[config.mk]
export PLATFORM = sky130hd
export DESIGN_NAME = frame_crc16_check
export DESIGN_NICKNAME = d
export VERILOG_FILES = /design/src/design/fcrc_pkg.sv /design/src/design/fcrc_csr.sv /design/src/design/frame_crc16_check.sv
export SDC_FILE = /design/constraint.sdc
export NUM_CORES = 1
export LEC_CHECK = 0
export BUFFER_PORTS_ARGS = -buffer_cell sky130_fd_sc_hd__buf_2
export CAP_MARGIN = 15
export CORE_ASPECT_RATIO = 0.8
export CORE_MARGIN = 4
export CORE_UTILIZATION = 45
export DETAILED_ROUTE_END_ITERATION = 7
export GPL_ROUTABILITY_DRIVEN = 0
export PLACE_DENSITY = 0.66
export SYNTH_ARGS = -nofsm -noshare
export SYNTH_HDL_FRONTEND = slang
export SYNTH_SLANG_ARGS = --single-unit
export TNS_END_PERCENT = 1
[constraint.sdc]
create_clock -name clock -period 7.7 [get_ports clock]
set_clock_uncertainty 0.05 [all_clocks]
set_input_delay 0.385 -clock clock [delete_from_list [all_inputs] [get_ports clock]]
set_output_delay 0.385 -clock clock [all_outputs]
set_load 0.05 [all_outputs]
[src/design/fcrc_pkg.sv]
// Types, register map and CRC byte update for the frame CRC-16 check.
// No dependencies.
package fcrc_pkg;

   localparam int CSR_ADDR_W = 3;
   localparam int CSR_DATA_W = 32;

   // register index, taken from paddr[2]
   localparam logic [0:0] REG_CRC_SEED         = 1'b0;
   localparam logic [0:0] REG_CRC_FIELD_OFFSET = 1'b1;

   localparam logic [15:0] CRC_POLY       = 16'h1021;
   localparam logic [15:0] CRC_SEED_RESET = 16'hFFFF;
   localparam logic [7:0]  CRC_OFS_RESET  = 8'h00;

   typedef struct packed {
      logic [7:0] data_byte;
      logic       last_byte;
   } fcrc_req_type;

   typedef struct packed {
      logic [15:0] crc_value;
      logic        crc_match;
   } fcrc_rsp_type;

   typedef struct packed {
      logic [15:0] crc_seed;
      logic [7:0]  crc_field_offset;
   } fcrc_cfg_type;

   // CRC-16/CCITT-FALSE, one byte, MSB first
   function automatic logic [15:0] fcrc_byte(input logic [15:0] c, input logic [7:0] b);
      logic [15:0] v;
      v = c ^ {b, 8'h00};
      for (int k = 0; k < 8; k++) begin
         if (v[15]) begin
            v = {v[14:0], 1'b0} ^ CRC_POLY;
         end else begin
            v = {v[14:0], 1'b0};
         end
      end
      return v;
   endfunction

endpackage

[src/design/fcrc_csr.sv]
// APB-style register file for the frame CRC-16 check (seed, field offset).
// Depends on fcrc_pkg.
module fcrc_csr
   import fcrc_pkg::*;
(
   input  logic                  clock,
   input  logic                  reset,
   input  logic                  psel,
   input  logic                  penable,
   input  logic                  pwrite,
   input  logic [CSR_ADDR_W-1:0] paddr,
   input  logic [CSR_DATA_W-1:0] pwdata,
   output logic [CSR_DATA_W-1:0] prdata,
   output logic                  pready,
   output fcrc_cfg_type          cfg
);

   logic [15:0] seed_ff;
   logic [7:0]  ofs_ff;
   logic        wr_en;

   assign pready = 1'b1;
   assign wr_en  = psel && penable && pwrite;

   always_ff @(posedge clock) begin
      if (reset) begin
         seed_ff <= CRC_SEED_RESET;
         ofs_ff  <= CRC_OFS_RESET;
      end else if (wr_en) begin
         unique case (paddr[2])
            REG_CRC_SEED:         seed_ff <= pwdata[15:0];
            REG_CRC_FIELD_OFFSET: ofs_ff  <= pwdata[7:0];
            default: ;
         endcase
      end
   end

   always_comb begin
      unique case (paddr[2])
         REG_CRC_SEED:         prdata = {16'h0000, seed_ff};
         REG_CRC_FIELD_OFFSET: prdata = {24'h000000, ofs_ff};
         default:              prdata = '0;
      endcase
   end

   assign cfg.crc_seed         = seed_ff;
   assign cfg.crc_field_offset = ofs_ff;

endmodule

[src/design/frame_crc16_check.sv]
// Frame CRC-16/CCITT-FALSE checker, top level.
// Depends on fcrc_pkg and fcrc_csr.
//
// Streams one frame a byte per word on the req channel, last byte flagged.
// The CRC (poly 0x1021, MSB first, no reflection, no final xor) starts from
// the crc_seed register, sampled when the first byte of a frame arrives, so
// a seed write takes effect from the next frame start. The two bytes at
// crc_field_offset and offset+1 enter the CRC as zero and are captured
// little-endian as the stored CRC. On the last byte one rsp word carries the
// computed CRC and a match flag; the block then starts a fresh frame. Rate is
// one byte per clock: the eight-bit CRC update is combinational XOR logic
// between the frame state registers and the result register. A result shows
// on rsp in the cycle after its last byte is taken. req_ready drops only while a
// result sits in the output register and rsp_ready is low. The byte position
// saturates at MAX_FRAME_BYTES; bytes at or past it are never treated as CRC
// field bytes. Registers: 0x0 crc_seed (16 bits, reset 0xFFFF), 0x4
// crc_field_offset (8 bits, reset 0); write only while no frame is in flight.
module frame_crc16_check
   import fcrc_pkg::*;
#(
   parameter int MAX_FRAME_BYTES = 1024
)(
   input  logic                  clock,
   input  logic                  reset,
   // byte stream
   input  logic                  req_valid,
   output logic                  req_ready,
   input  fcrc_req_type          req_data,
   // results
   output logic                  rsp_valid,
   input  logic                  rsp_ready,
   output fcrc_rsp_type          rsp_data,
   // configuration
   input  logic                  csr_psel,
   input  logic                  csr_penable,
   input  logic                  csr_pwrite,
   input  logic [CSR_ADDR_W-1:0] csr_paddr,
   input  logic [CSR_DATA_W-1:0] csr_pwdata,
   output logic [CSR_DATA_W-1:0] csr_prdata,
   output logic                  csr_pready
);

   // position counter holds 0..MAX_FRAME_BYTES
   localparam int POS_W = $clog2(MAX_FRAME_BYTES + 1);
   // compare width covers both the counter and offset+1
   localparam int CMP_W = (POS_W > 9) ? POS_W : 9;

   fcrc_cfg_type cfg;

   fcrc_csr u_csr (
      .clock   (clock),
      .reset   (reset),
      .psel    (csr_psel),
      .penable (csr_penable),
      .pwrite  (csr_pwrite),
      .paddr   (csr_paddr),
      .pwdata  (csr_pwdata),
      .prdata  (csr_prdata),
      .pready  (csr_pready),
      .cfg     (cfg)
   );

   // frame state
   logic [15:0]      crc_ff,    crc_in;
   logic [POS_W-1:0] pos_ff,    pos_in;
   logic [15:0]      stored_ff, stored_in;
   // result register
   logic             rsp_valid_ff, rsp_valid_in;
   fcrc_rsp_type     rsp_ff,       rsp_in;

   logic             req_fire;
   logic             pos_live;
   logic [CMP_W-1:0] pos_ext, lo_ext, hi_ext;
   logic             hit_lo, hit_hi;
   logic [15:0]      crc_start, crc_next, stored_next;
   logic [7:0]       fed_byte;

   // output register frees when empty or being drained
   assign req_ready = !rsp_valid_ff || rsp_ready;
   assign req_fire  = req_valid && req_ready;

   assign pos_live = pos_ff < POS_W'(MAX_FRAME_BYTES);
   assign pos_ext  = CMP_W'(pos_ff);
   assign lo_ext   = CMP_W'(cfg.crc_field_offset);
   assign hi_ext   = lo_ext + CMP_W'(1);
   assign hit_lo   = pos_live && (pos_ext == lo_ext);
   assign hit_hi   = pos_live && !hit_lo && (pos_ext == hi_ext);

   // seed sampled at frame start
   assign crc_start = (pos_ff == '0) ? cfg.crc_seed : crc_ff;
   assign fed_byte  = (hit_lo || hit_hi) ? 8'h00 : req_data.data_byte;
   assign crc_next  = fcrc_byte(crc_start, fed_byte);

   // CRC field captured low byte first
   always_comb begin
      priority if (hit_lo) begin
         stored_next = {stored_ff[15:8], req_data.data_byte};
      end else if (hit_hi) begin
         stored_next = {req_data.data_byte, stored_ff[7:0]};
      end else begin
         stored_next = stored_ff;
      end
   end

   always_comb begin
      crc_in       = crc_ff;
      pos_in       = pos_ff;
      stored_in    = stored_ff;
      rsp_in       = rsp_ff;
      rsp_valid_in = rsp_valid_ff && !rsp_ready;
      if (req_fire) begin
         if (req_data.last_byte) begin
            // close the frame, restart at position zero
            crc_in           = cfg.crc_seed;
            pos_in           = '0;
            stored_in        = '0;
            rsp_in.crc_value = crc_next;
            rsp_in.crc_match = (crc_next == stored_next);
            rsp_valid_in     = 1'b1;
         end else begin
            crc_in    = crc_next;
            stored_in = stored_next;
            pos_in    = pos_live ? pos_ff + POS_W'(1) : pos_ff;
         end
      end
   end

   always_ff @(posedge clock) begin
      if (reset) begin
         pos_ff       <= '0;
         stored_ff    <= '0;
         rsp_valid_ff <= 1'b0;
      end else begin
         pos_ff       <= pos_in;
         stored_ff    <= stored_in;
         rsp_valid_ff <= rsp_valid_in;
      end
   end

   // datapath, no reset needed (position zero selects the seed)
   always_ff @(posedge clock) begin
      crc_ff <= crc_in;
      rsp_ff <= rsp_in;
   end

   assign rsp_valid = rsp_valid_ff;
   assign rsp_data  = rsp_ff;

endmodule

==> qor.yml <==
vdd_drop_max_v: 0.000116
crit_path_end: "rsp_data[0]"
slew_headroom: 0.259
synth_top_family_by_area: "simple AND/OR/NAND/NOR gates"
reg2reg_setup_slack_ns: 3.43
nets: 666
leakagePower_nw: 2.26
multi_input_area_um2: 3040
fmax_mhz: 234
critical_path_class: "flip-flop to flip-flop"
combPwrFrac: 0.293
initial_core_util: 0.463
synth_cell_type_count: 60
min-delay-path-class: "input pin to flip-flop"
crit_path_end_kind: "flip-flop"
layout-drive-gt1-share: 0.182
synth.area.mux_share: 0.0758
ys_seq_area_frac: 0.380
num_vias: 4268
whs_ns: 0.196
tns_ns: 0
cp_slowest_cell: "dfxtp_1"
cp_cell_sequence: "ha_1, nand3b_1, a221o_1, a211oi_1, o221ai_2, buf_4, nand3_2, xor2_2, xnor3_1, or4_1, nor4_2"
ys_ff_latch: 85
register_area_um2: 2030
die_x_um: 130
post_cts_resized: 0
power_switching_mw: 0.455
grt_overflow_total: 0
yosysWarnings: 0
fp.dieH_um: 106
grt_pass1_vias: 4209
grt_start_max_net_pins: 44
cp_top_family: "simple AND/OR/NAND/NOR gates"
slew_violations: 0
start_kind: "flip-flop"
hold_violations: 0
crit_path_max_incr_delay_ns: 0.55
synthSimpleGateAreaFrac: 0.188
synthCells: 575
drt-initial-drc-count: 339
ff2ff_path_depth: 11
power.internal_mw: 0.938
power.share.switching: 0.327
reg2reg_from: "u_csr.ofs_ff[1]"
cts.hold.buffers_added: 0
cap_violations: 0
clk_path_buf_depth: 2
ant_nets: 0
cp_data_required_time_ns: 7.80
post-route-min-period_ns: 4.27
die-area_um2: 13700
rsz0062_at_grt: "false"
cts_tree: "built"
synth-edff-count: 33
cts_root_buffer: "clkbuf_16"
n_antenna_cell: 0
syn-cell-area_um2: 5350
vias_per_cell: 5.58
drc: 0
tightestPinTransition_ns: 1.10
avgSynthCellArea_um2: 9.31
grt_first_pass_wirelength_um: 21300
wl_met3_um: 699
cts_sinks: 85
synthAdderAreaFrac: 0.00701
detailed_place_hpwl_um: 9720
ys.flop_type: "dfxtp_1"
clk_latency_ns: 0.34
async_reset_ff_frac: 0
pwr-share-seq: 0.381
setup_ws_ns: 3.43
synth-xor-area-share: 0.162
cp_num_buf_inv: 1
port_buffers: 67
path_depth: 11
setup_viol: 0
period_share: 0.555
synth_compound_area_frac: 0.122
cts_buffers: 9
outcome: "complete, no violations"
areaGrowthSynthToFinish_pct: 11.5
wl_met2_um: 6120
timing.rr.end: "rsp_data[0]"
top_layer: "met4"
power.share.clock: 0.326
crit_fanout: 21
rows: 35
first_pass_iters: 5
postCtsSetupRepairBufs: 0
power.density_nw_per_um2: 234
wl_um: 13200
grt_usage: 0.197
h-tree-depth: 3
crit_arrival_ns: 4.37
power_mw: 1.39
fillers: 1088
post-place-ws_ns: 3.45
clkTransAtPathRegs_ns: 0.06
wl_per_cell_um: 17.3
io_pins: 103
m1WireLength_um: 6040
crit_start: "u_csr.ofs_ff[1]"
core_um2: 11600
grt_antenna_before_repair: 0
## power by group through the flow
stage	sequential, mW	clock [mW]	combinational (mW)
6_report	0.531	0.454	0.408
2_1_floorplan	0.571	0	0.287
5_1_grt	0.534	0.482	0.439
4_1_cts	0.531	0.464	0.407
3_3_place_gp	0.539	0	0.398
3_5_place_dp	0.541	0	0.403
## worst min path at each step
stage                               from                end  slack [ns]  depth (start not counted)
after floorplan            stored_ff[15]      stored_ff[15]        0.43                          2
after global placement      stored_ff[3]       stored_ff[3]        0.44                          2
after detailed placement    stored_ff[7]       stored_ff[7]        0.46                          2
after CTS                 csr_pwdata[10]  u_csr.seed_ff[10]        0.19                          2
after global routing      csr_pwdata[10]  u_csr.seed_ff[10]        0.19                          2
final                     csr_pwdata[10]  u_csr.seed_ff[10]        0.20                          2
## cells by family (layout without fill, tap and decap cells)
| group | Yosys count | after routing |
|---|---|---|
| simple gates | 198 | 198 |
| xor+xnor | 88 | 88 |
| buf+inv | 69 | 96 |
| compound gates | 92 | 92 |
| fa+ha+maj | 3 | 3 |
| other cells | 2 | 17 |
| mux | 38 | 38 |
| flops | 85 | 85 |
## state kept, by name, summed over array words and instances (netlist names)
register / flops
rsp_valid: 1
stored_ff: 16
pos_ext: 11
rsp_data: 17
u_csr.ofs_ff: 8
crc_ff: 16
u_csr.seed_ff: 16
## per-layer routing
layer	track usage	vias up
li1	-	2059
met1	0.274	2052
met2	0.299	127
met3	0.0436	30
met4	0.0720	0
met5	0	-
## layout by cell type, fill, tap and decap left out, drive strengths merged, types with 2 or more instances in the layout
cell / instances
o211ai: 4
dfxtp: 52
o31ai: 4
mux2: 20
inv: 9
a211o: 18
nand4: 9
and3: 4
nand2b: 2
nor3: 12
xor2: 40
edfxtp: 33
bufinv: 2
nor2: 48
ha: 3
a22oi: 16
or4: 2
mux2i: 18
o21ai: 21
nand2: 56
nor2b: 25
xnor2: 43
nor4: 5
a21oi: 14
nand3: 16
or3: 5
and4b: 3
a31oi: 2
buf: 70
nor4b: 8
clkinv: 3
clkbuf: 11
conb: 17
xnor3: 4
## stage by stage
step / cell area [um^2] / cells / util
2_1_floorplan: 5410 / 590 / -
3_3_place_gp: 5640 / 748 / 0.488
3_5_place_dp: 5640 / 748 / 0.488
4_1_cts: 5950 / 764 / 0.515
5_1_grt: 5960 / 765 / 0.516
6_report: 5960 / 765 / 0.516
## worst reg2reg max path, delay by kind of cell, from the launching register on
kind                       cells  cell delay (ns)
buffers and inverters          1             0.25
DFF                            1             0.55
AOI/OAI and AO/OA              3             0.92
and+or+nand+nor                4             1.11
xor gates and xnor gates       2             0.75
adders and majority gates      1             0.45
## cells in the mapped netlist, types with 4 or more instances
master / count / area share
nand2_1: 56 / 0.039
dfxtp_1: 52 / 0.19
nor2_1: 48 / 0.034
xnor2_1: 42 / 0.069
xor2_1: 39 / 0.064
edfxtp_1: 33 / 0.19
clkbuf_1: 29 / 0.020
nor2b_1: 25 / 0.029
mux2_2: 20 / 0.042
a211o_1: 18 / 0.029
mux2i_1: 18 / 0.034
buf_4: 17 / 0.024
a22oi_1: 16 / 0.022
a21oi_1: 14 / 0.013
nand3_1: 14 / 0.013
o21ai_0: 13 / 0.012
nor3_1: 11 / 0.010
buf_2: 9 / 0.0084
inv_1: 9 / 0.0063
nand4_1: 9 / 0.011
nor4b_1: 8 / 0.013
o21ai_1: 8 / 0.0075
and3_1: 4 / 0.0047
nor4_1: 4 / 0.0047
o211ai_1: 4 / 0.0056
o31ai_1: 4 / 0.0056
or3_1: 4 / 0.0047
xnor3_1: 4 / 0.017
## layout make-up
cell class / instances / share of cell area
inverter: 10 / 0.00629
timing repair buffer: 70 / 0.0613
sequential: 85 / 0.341
clock inverter: 5 / 0.0126
tap: 148 / 0.0310
multi-input combinational: 436 / 0.509
clock buffer: 11 / 0.0390
No activity file was read; power rests on OpenSTA's default activity.
